$ cat src/hdl/lavm_pkg.sv
package lavm_pkg;

  localparam int NSqrt = 8;
  localparam int NDiv = 8;
  localparam int NItem = 22;
  localparam int NStage = 23;

  typedef struct packed {
    logic signed [15:0] fx;
    logic signed [15:0] fy;
    logic signed [15:0] fz;
    logic signed [31:0] px;
    logic signed [31:0] py;
    logic signed [31:0] pz;
    logic               degen;
  } item_t;

  typedef struct packed {
    logic [31:0] n;
    logic [31:0] r;
  } sq_t;

  typedef struct packed {
    logic [15:0] len;
    logic [15:0] rem;
    logic [31:0] num;
    logic [31:0] q;
  } dv_t;

  function automatic sq_t sqrt_step(input sq_t a, input int k);
    logic [32:0] bitv;
    logic [32:0] sum;
    sq_t         o;
    bitv = 33'(1) << (2 * k);
    sum = {1'b0, a.r} + bitv;
    if ({1'b0, a.n} >= sum) begin
      o.n = 32'({1'b0, a.n} - sum);
      o.r = 32'({2'b0, a.r[31:1]} + bitv);
    end else begin
      o.n = a.n;
      o.r = {1'b0, a.r[31:1]};
    end
    return o;
  endfunction

  function automatic dv_t div_step4(input dv_t a);
    dv_t         o;
    logic [16:0] rem2;
    o = a;
    for (int i = 0; i < 4; i++) begin
      rem2 = {o.rem, o.num[31]};
      o.num = {o.num[30:0], 1'b0};
      if (rem2 >= {1'b0, o.len}) begin
        o.rem = 16'(rem2 - {1'b0, o.len});
        o.q = {o.q[30:0], 1'b1};
      end else begin
        o.rem = rem2[15:0];
        o.q = {o.q[30:0], 1'b0};
      end
    end
    return o;
  endfunction

  function automatic logic signed [63:0] rnd_q14(input logic signed [63:0] v);
    logic [63:0] mag;
    logic [63:0] m;
    mag = v[63] ? 64'(-v) : 64'(v);
    m = (mag + 64'd8192) >> 14;
    return v[63] ? -$signed(m) : $signed(m);
  endfunction

  function automatic logic signed [15:0] sat_q14(input logic signed [63:0] v);
    if (v < -64'sd16384) return -16'sd16384;
    else if (v > 64'sd16384) return 16'sd16384;
    else return v[15:0];
  endfunction

  function automatic logic signed [31:0] sat_q16(input logic signed [63:0] v);
    if (v < -64'sd2147483648) return 32'h8000_0000;
    else if (v > 64'sd2147483647) return 32'h7fff_ffff;
    else return v[31:0];
  endfunction

endpackage

$ cat src/hdl/lavm_norm.sv
module lavm_norm (
  input  logic        clk_i,
  input  logic        en_i,
  input  logic [31:0] s_i,
  output logic [28:0] inv_o
);

  lavm_pkg::sq_t sq_q [lavm_pkg::NSqrt];
  lavm_pkg::dv_t dv_q [lavm_pkg::NDiv];
  lavm_pkg::sq_t sq_in;
  lavm_pkg::dv_t dv_in;

  always_comb begin
    sq_in.n = s_i;
    sq_in.r = '0;
    dv_in.len = sq_q[lavm_pkg::NSqrt-1].r[15:0];
    dv_in.rem = '0;
    dv_in.num = 32'h1000_0000 + {17'd0, sq_q[lavm_pkg::NSqrt-1].r[15:1]};
    dv_in.q = '0;
  end

  // square root two bits per stage, then reciprocal four bits per stage
  always_ff @(posedge clk_i) begin
    if (en_i) begin
      sq_q[0] <= lavm_pkg::sqrt_step(lavm_pkg::sqrt_step(sq_in, 15), 14);
      for (int j = 1; j < lavm_pkg::NSqrt; j++) begin
        sq_q[j] <= lavm_pkg::sqrt_step(lavm_pkg::sqrt_step(sq_q[j-1], 15 - 2*j), 14 - 2*j);
      end
      dv_q[0] <= lavm_pkg::div_step4(dv_in);
      for (int j = 1; j < lavm_pkg::NDiv; j++) begin
        dv_q[j] <= lavm_pkg::div_step4(dv_q[j-1]);
      end
    end
  end

  assign inv_o = dv_q[lavm_pkg::NDiv-1].q[28:0];

endmodule
$ cat config.mk
export PLATFORM = sky130hd
export DESIGN_NAME = lavm_norm
export DESIGN_NICKNAME = d
export VERILOG_FILES = /design/src/hdl/lavm_pkg.sv /design/src/hdl/lavm_norm.sv
export SDC_FILE = /design/constraint.sdc
export NUM_CORES = 2
export LEC_CHECK = 0
export BUFFER_PORTS_ARGS = -buffer_cell sky130_fd_sc_hd__buf_2
export CORE_UTILIZATION = 40
export CTS_CLUSTER_DIAMETER = 120
export CTS_CLUSTER_SIZE = 14
export DETAILED_ROUTE_END_ITERATION = 6
export PLACE_DENSITY = 0.52
export SYNTH_ARGS = -nofsm -noshare
export SYNTH_HDL_FRONTEND = slang
export SYNTH_SLANG_ARGS = --single-unit
export TNS_END_PERCENT = 100
$ cat constraint.sdc
create_clock -name clk_i -period 16 [get_ports clk_i]
set_input_delay 0.8 -clock clk_i [delete_from_list [all_inputs] [get_ports clk_i]]
set_output_delay 0.8 -clock clk_i [all_outputs]
set_load 0.05 [all_outputs]
* Word-level counts from Yosys, hierarchy flattened
Memories as Yosys holds them, arrays and structs flattened.
Cells that the tools add are included.
** Word-level totals
- Memories kept :: 2
- Input port bits :: 34
- Output and inout port bits :: 29
- Memory bits (writable) :: 1248
- Bits in registers :: 0
** Cells by class
- Muxes and demuxes :: 138
- $add $sub $neg :: 79
- $lt $le $gt $ge :: 48
** Memory list
- dv_q :: words 8, width 92, read ports 8, clocked after Yosys merged registers in 0, wr ports 8, RTL line lavm_norm.sv:9 : lavm_pkg::dv_t dv_q [lavm_pkg::NDiv];
- sq_q :: words 8, width 64, read ports 8, clocked after Yosys merged registers in 0, wr ports 8, RTL line lavm_norm.sv:8 : lavm_pkg::sq_t sq_q [lavm_pkg::NSqrt];
** Operators by type and width (number)
- two-way mux 64 bit :: 32
- two-way mux 16 bit :: 64
- >= comparator 17 x 16 -> 1 bit :: 31
- subtractor 16 bit :: 31
- >= comparator 32 x 33 -> 1 bit :: 15
- subtractor 32 bit :: 15
- two-way mux 32 bit :: 8
- two-way mux 1 bit :: 34
- adder 32 x 1 -> 33 bit, second input constant :: 1
- adder 32 x 11 -> 33 bit, second input constant :: 1
- adder 32 x 13 -> 33 bit, second input constant :: 1
- adder 32 x 15 -> 33 bit, second input constant :: 1
- adder 32 x 17 -> 33 bit, second input constant :: 1
- adder 32 x 19 -> 33 bit, second input constant :: 1
- adder 32 x 21 -> 33 bit, second input constant :: 1
- adder 32 x 23 -> 33 bit, second input constant :: 1
- adder 32 x 25 -> 33 bit, second input constant :: 1
- adder 32 x 27 -> 33 bit, second input constant :: 1
- adder 32 x 29 -> 33 bit, second input constant :: 1
- adder 32 x 3 -> 33 bit, second input constant :: 1
- adder 32 x 5 -> 33 bit, second input constant :: 1
- adder 32 x 7 -> 33 bit, second input constant :: 1
- adder 32 x 9 -> 33 bit, second input constant :: 1
- adder 31 x 1 -> 32 bit, second input constant :: 1
- other kinds (19) :: 19

* Depth between registers and ports, before layout
An unclocked memory read counts as a cell.
- Word-level depth :: 13
- Mapped depth :: 51
- Mapped depth without buffers :: 47

* Worst setup path before layout
No wires, ideal clock.
- Path kind :: reg2reg
- Start point :: mem dv_q[1][176] (netlist bit)
- End point :: mem dv_q[1][251] (netlist bit) (data pin)
- Required time :: 15.740 ns
- Slack :: 5.459 ns
- Stages on the path, launching flop included :: 50
- Arrival :: 10.281 ns
- Setup time :: 0.260 ns
- Cell sequence :: edfxtp_1 > inv_1 > ha_1 > a21o_1 > a211oi_1 > nor2_1 > o311ai_0 > o211ai_1 > nand2_2 > clkbuf_1 > inv_1 > o21ai_0 > inv_1 > ha_1 > nor2b_1 > o21ai_0 > and3_1 > o2111a_1 > [... 14 more ...] > nand2b_1 > a211o_1 > nor2_1 > clkbuf_1 > mux2i_1 > ha_1 > nor2b_1 > o211ai_1 > a21boi_0 > o21ai_0 > a21oi_1 > o31a_1 > nand4_1 > a21boi_0 > o21ai_0 > nand4_1 > buf_2 > mux2_2
** RTL lines (RTL line)
- start: declaration :: lavm_norm.sv:9

==> impl_metrics.ini <==
[timing]
timing.final.crit_share_pct = 81.2
hold_viol = 0
fin_crit_ns = 12.99
maxSlewViolCount = 0
setup_viol = 0
max_slew_margin_pct = 18.1
fin_setup_tns_ns = 0
fmax_mhz = 77.0
rsz0062_at_grt = false
worst_slew_pin_slew_ns = 1.22
skew_ns = 0.0356

[final_layout]
fin_cells = 7820
area_growth_syn_to_layout_pct = 6.68
nFillCells = 13524
antenna_cells = 0
layout.nets = 6624
drive_gt1_share_pct = 8.68

[hold_path]
hp-class = input pin to flip-flop

[detailed_routing]
postRouteAntennaNets = 0
first_pass_iters = 5
wire_per_inst_microns = 19.1
num_vias = 43962
drt-initial-drc-count = 3080
routed_wirelength_mm = 149
viasPerCell = 5.62
drc = 0

[yosys]
ys_async_sr_fraction_pct = 0
synth-seq-cells = 640
synth_flop_cell = edfxtp_1
synth_top_area_cell = edfxtp_1
synthMuxAreaShare_pct = 6.87
netlist_instances = 5909
yosys.cell_count.top_type = ha_1
synth_edf_count = 640
synth_compound_area_share_pct = 17.8
yosys.area_share.xor_xnor_pct = 8.11
yosys.area_share.simple_pct = 14.4
ys_seq_area_share_pct = 34.1
ys_types = 94
synth_common_cells = 641 x ha_1, 640 x edfxtp_1, 496 x a21oi_1
synth_area_sq_um = 56400
synth_top_cell_area_share_pct = 34.1
yosys.area_share.adder_pct = 14.9
yosys-top-cells-area = edfxtp_1 34%, ha_1 14%, mux2_2 6.0%, xnor2_1 5.4%, a21oi_1 4.4%
synth_top_family_by_area = compound AO/OA/AOI/OAI gates
yosysWarnings = 0
avgSynthCellArea_sq_um = 9.54

[clocking]
cts.sinks = 640
cts.clk_slew.worst_paths_ns = 0.07
cts_setup_buffers = 0
root_buffer = clkbuf_16
insertion_delay_ns = 0.68
cts_resized = 0
cts_buffer_depth = 3
htreeDepth = 2
cts_tree = done
hold_buffers = 0
cts_made_buffers = 54

[setup_path]
worstPathMaxFanout = 23
crit_arrival_ns = 13.40
crit_type = flip-flop to flip-flop
crit_top_cell = a21oi_1
critical_path.max_stage_delay_ns = 0.83
crit_required_ns = 16.41
reg2reg_slack_ns = 3.01
cp_slowest_cell = a21boi_2
end_kind = flip-flop
start_kind = flip-flop

[global_routing]
overflow = 0
antenna_found_initial = 0
grt_usage_pct = 20.6
grt_pass1_wl_mm = 234
grt_max_degree = 88
grt_pass1_vias = 41991

[floorplan]
chipWidth_microns = 377
die_y_microns = 377
die_area_sq_um = 142000
coreArea_sq_um = 140000
ios = 63
start_util_pct = 40.4
rows = 137

[run_status]
status = finished clean

[placement]
hpwlAfterDp_mm = 119
placed_cells = 7750
place.gp.congestion = 0.900
portBuffers = 62

[job]
cap_violations = 0
-- flip-flops by register name (all words and copies together) (netlist names) --
signal and cells:
sq_q 296, dv_q 344
-- stage by stage --
stage	setup WS [ns]	area, sq um	hold WS (ns)	util, %
final	3.01	60100	0.314	43.1
after global routing	1.81	60100	0.278	43.1
after CTS	3.02	60100	0.253	43.1
after detailed placement	3.13	58600	0.405	42.0
after global placement	3.38	58600	0.401	42.0
after floorplan	5.46	56400	0.400	-
-- kinds of logic (layout without fill, tap and decap cells) --
logic type / after synthesis / count (layout)
buffers and inverters: 544 / 573
muxes: 349 / 349
xor gates and xnor gates: 522 / 522
and+or+nand+nor: 1633 / 1633
adders and majority gates: 660 / 660
other: 1 / 7
DFF: 640 / 640
AOI/OAI and AO/OA: 1560 / 1560
-- worst paths after layout --
path / from / end / depth (start not counted)
min reg2reg: dv_q[0][287] / dv_q[1][15] / 0
max reg2reg: dv_q[0][353] / dv_q[1][63] / 43
min: s_i[25] / sq_q[0][57] / 1
max: dv_q[0][353] / dv_q[1][63] / 43
-- layout by cell type, fill, tap and decap left out, types with 19 or more instances in the layout --
master,count
a211o_1,21
a211oi_1,43
a21boi_0,22
a21o_1,194
a21oi_1,496
a31oi_1,41
and2_1,36
and3_1,47
buf_2,61
buf_4,20
clkbuf_16,54
edfxtp_1,640
fa_1,19
ha_1,641
inv_1,417
mux2_2,302
mux2i_1,46
nand2_1,381
nand2b_1,55
nand3_1,112
nand4_1,107
nor2_1,401
nor2b_1,95
nor3_1,154
nor4_1,76
o211ai_1,31
o21a_1,94
o21ai_0,296
o21bai_1,75
o31ai_1,52
or2_2,26
or3_1,59
xnor2_1,349
xor2_1,173
-- final cells by class --
class                      instances  area, sq um  share of cell area, %
multi-input combinational       4731        35000                   58.2
timing repair buffer              82          470                  0.782
inverter                         421         1580                   2.63
tap                             1876         2350                   3.90
sequential                       640        19200                   32.0
clock buffer                      58         1370                   2.27
clock inverter                    12          166                  0.277
-- per-layer routing --
layer / up-vias / part of all wire, % / track usage (%)
met2: 832 / 46 / 34.1
li1: 22072 / - / -
met3: 133 / 3.6 / 1.82
met5: - / 0 / 0
met1: 20925 / 49 / 29.1
met4: 0 / 1.8 / 4.16
-- critical path, delay by kind of cell (launching register included) --
| family | cells | cell delay, ns |
|---|---|---|
| mux | 3 | 1.21 |
| fa+ha+maj | 4 | 1.25 |
| flops | 1 | 0.46 |
| compound gates | 25 | 7.24 |
| simple gates | 6 | 1.21 |
| buf+inv | 5 | 1.30 |
Power is left out: the tool's default activity adds up to more than one toggle a clock period on the data nets, which glitch-free logic cannot reach.
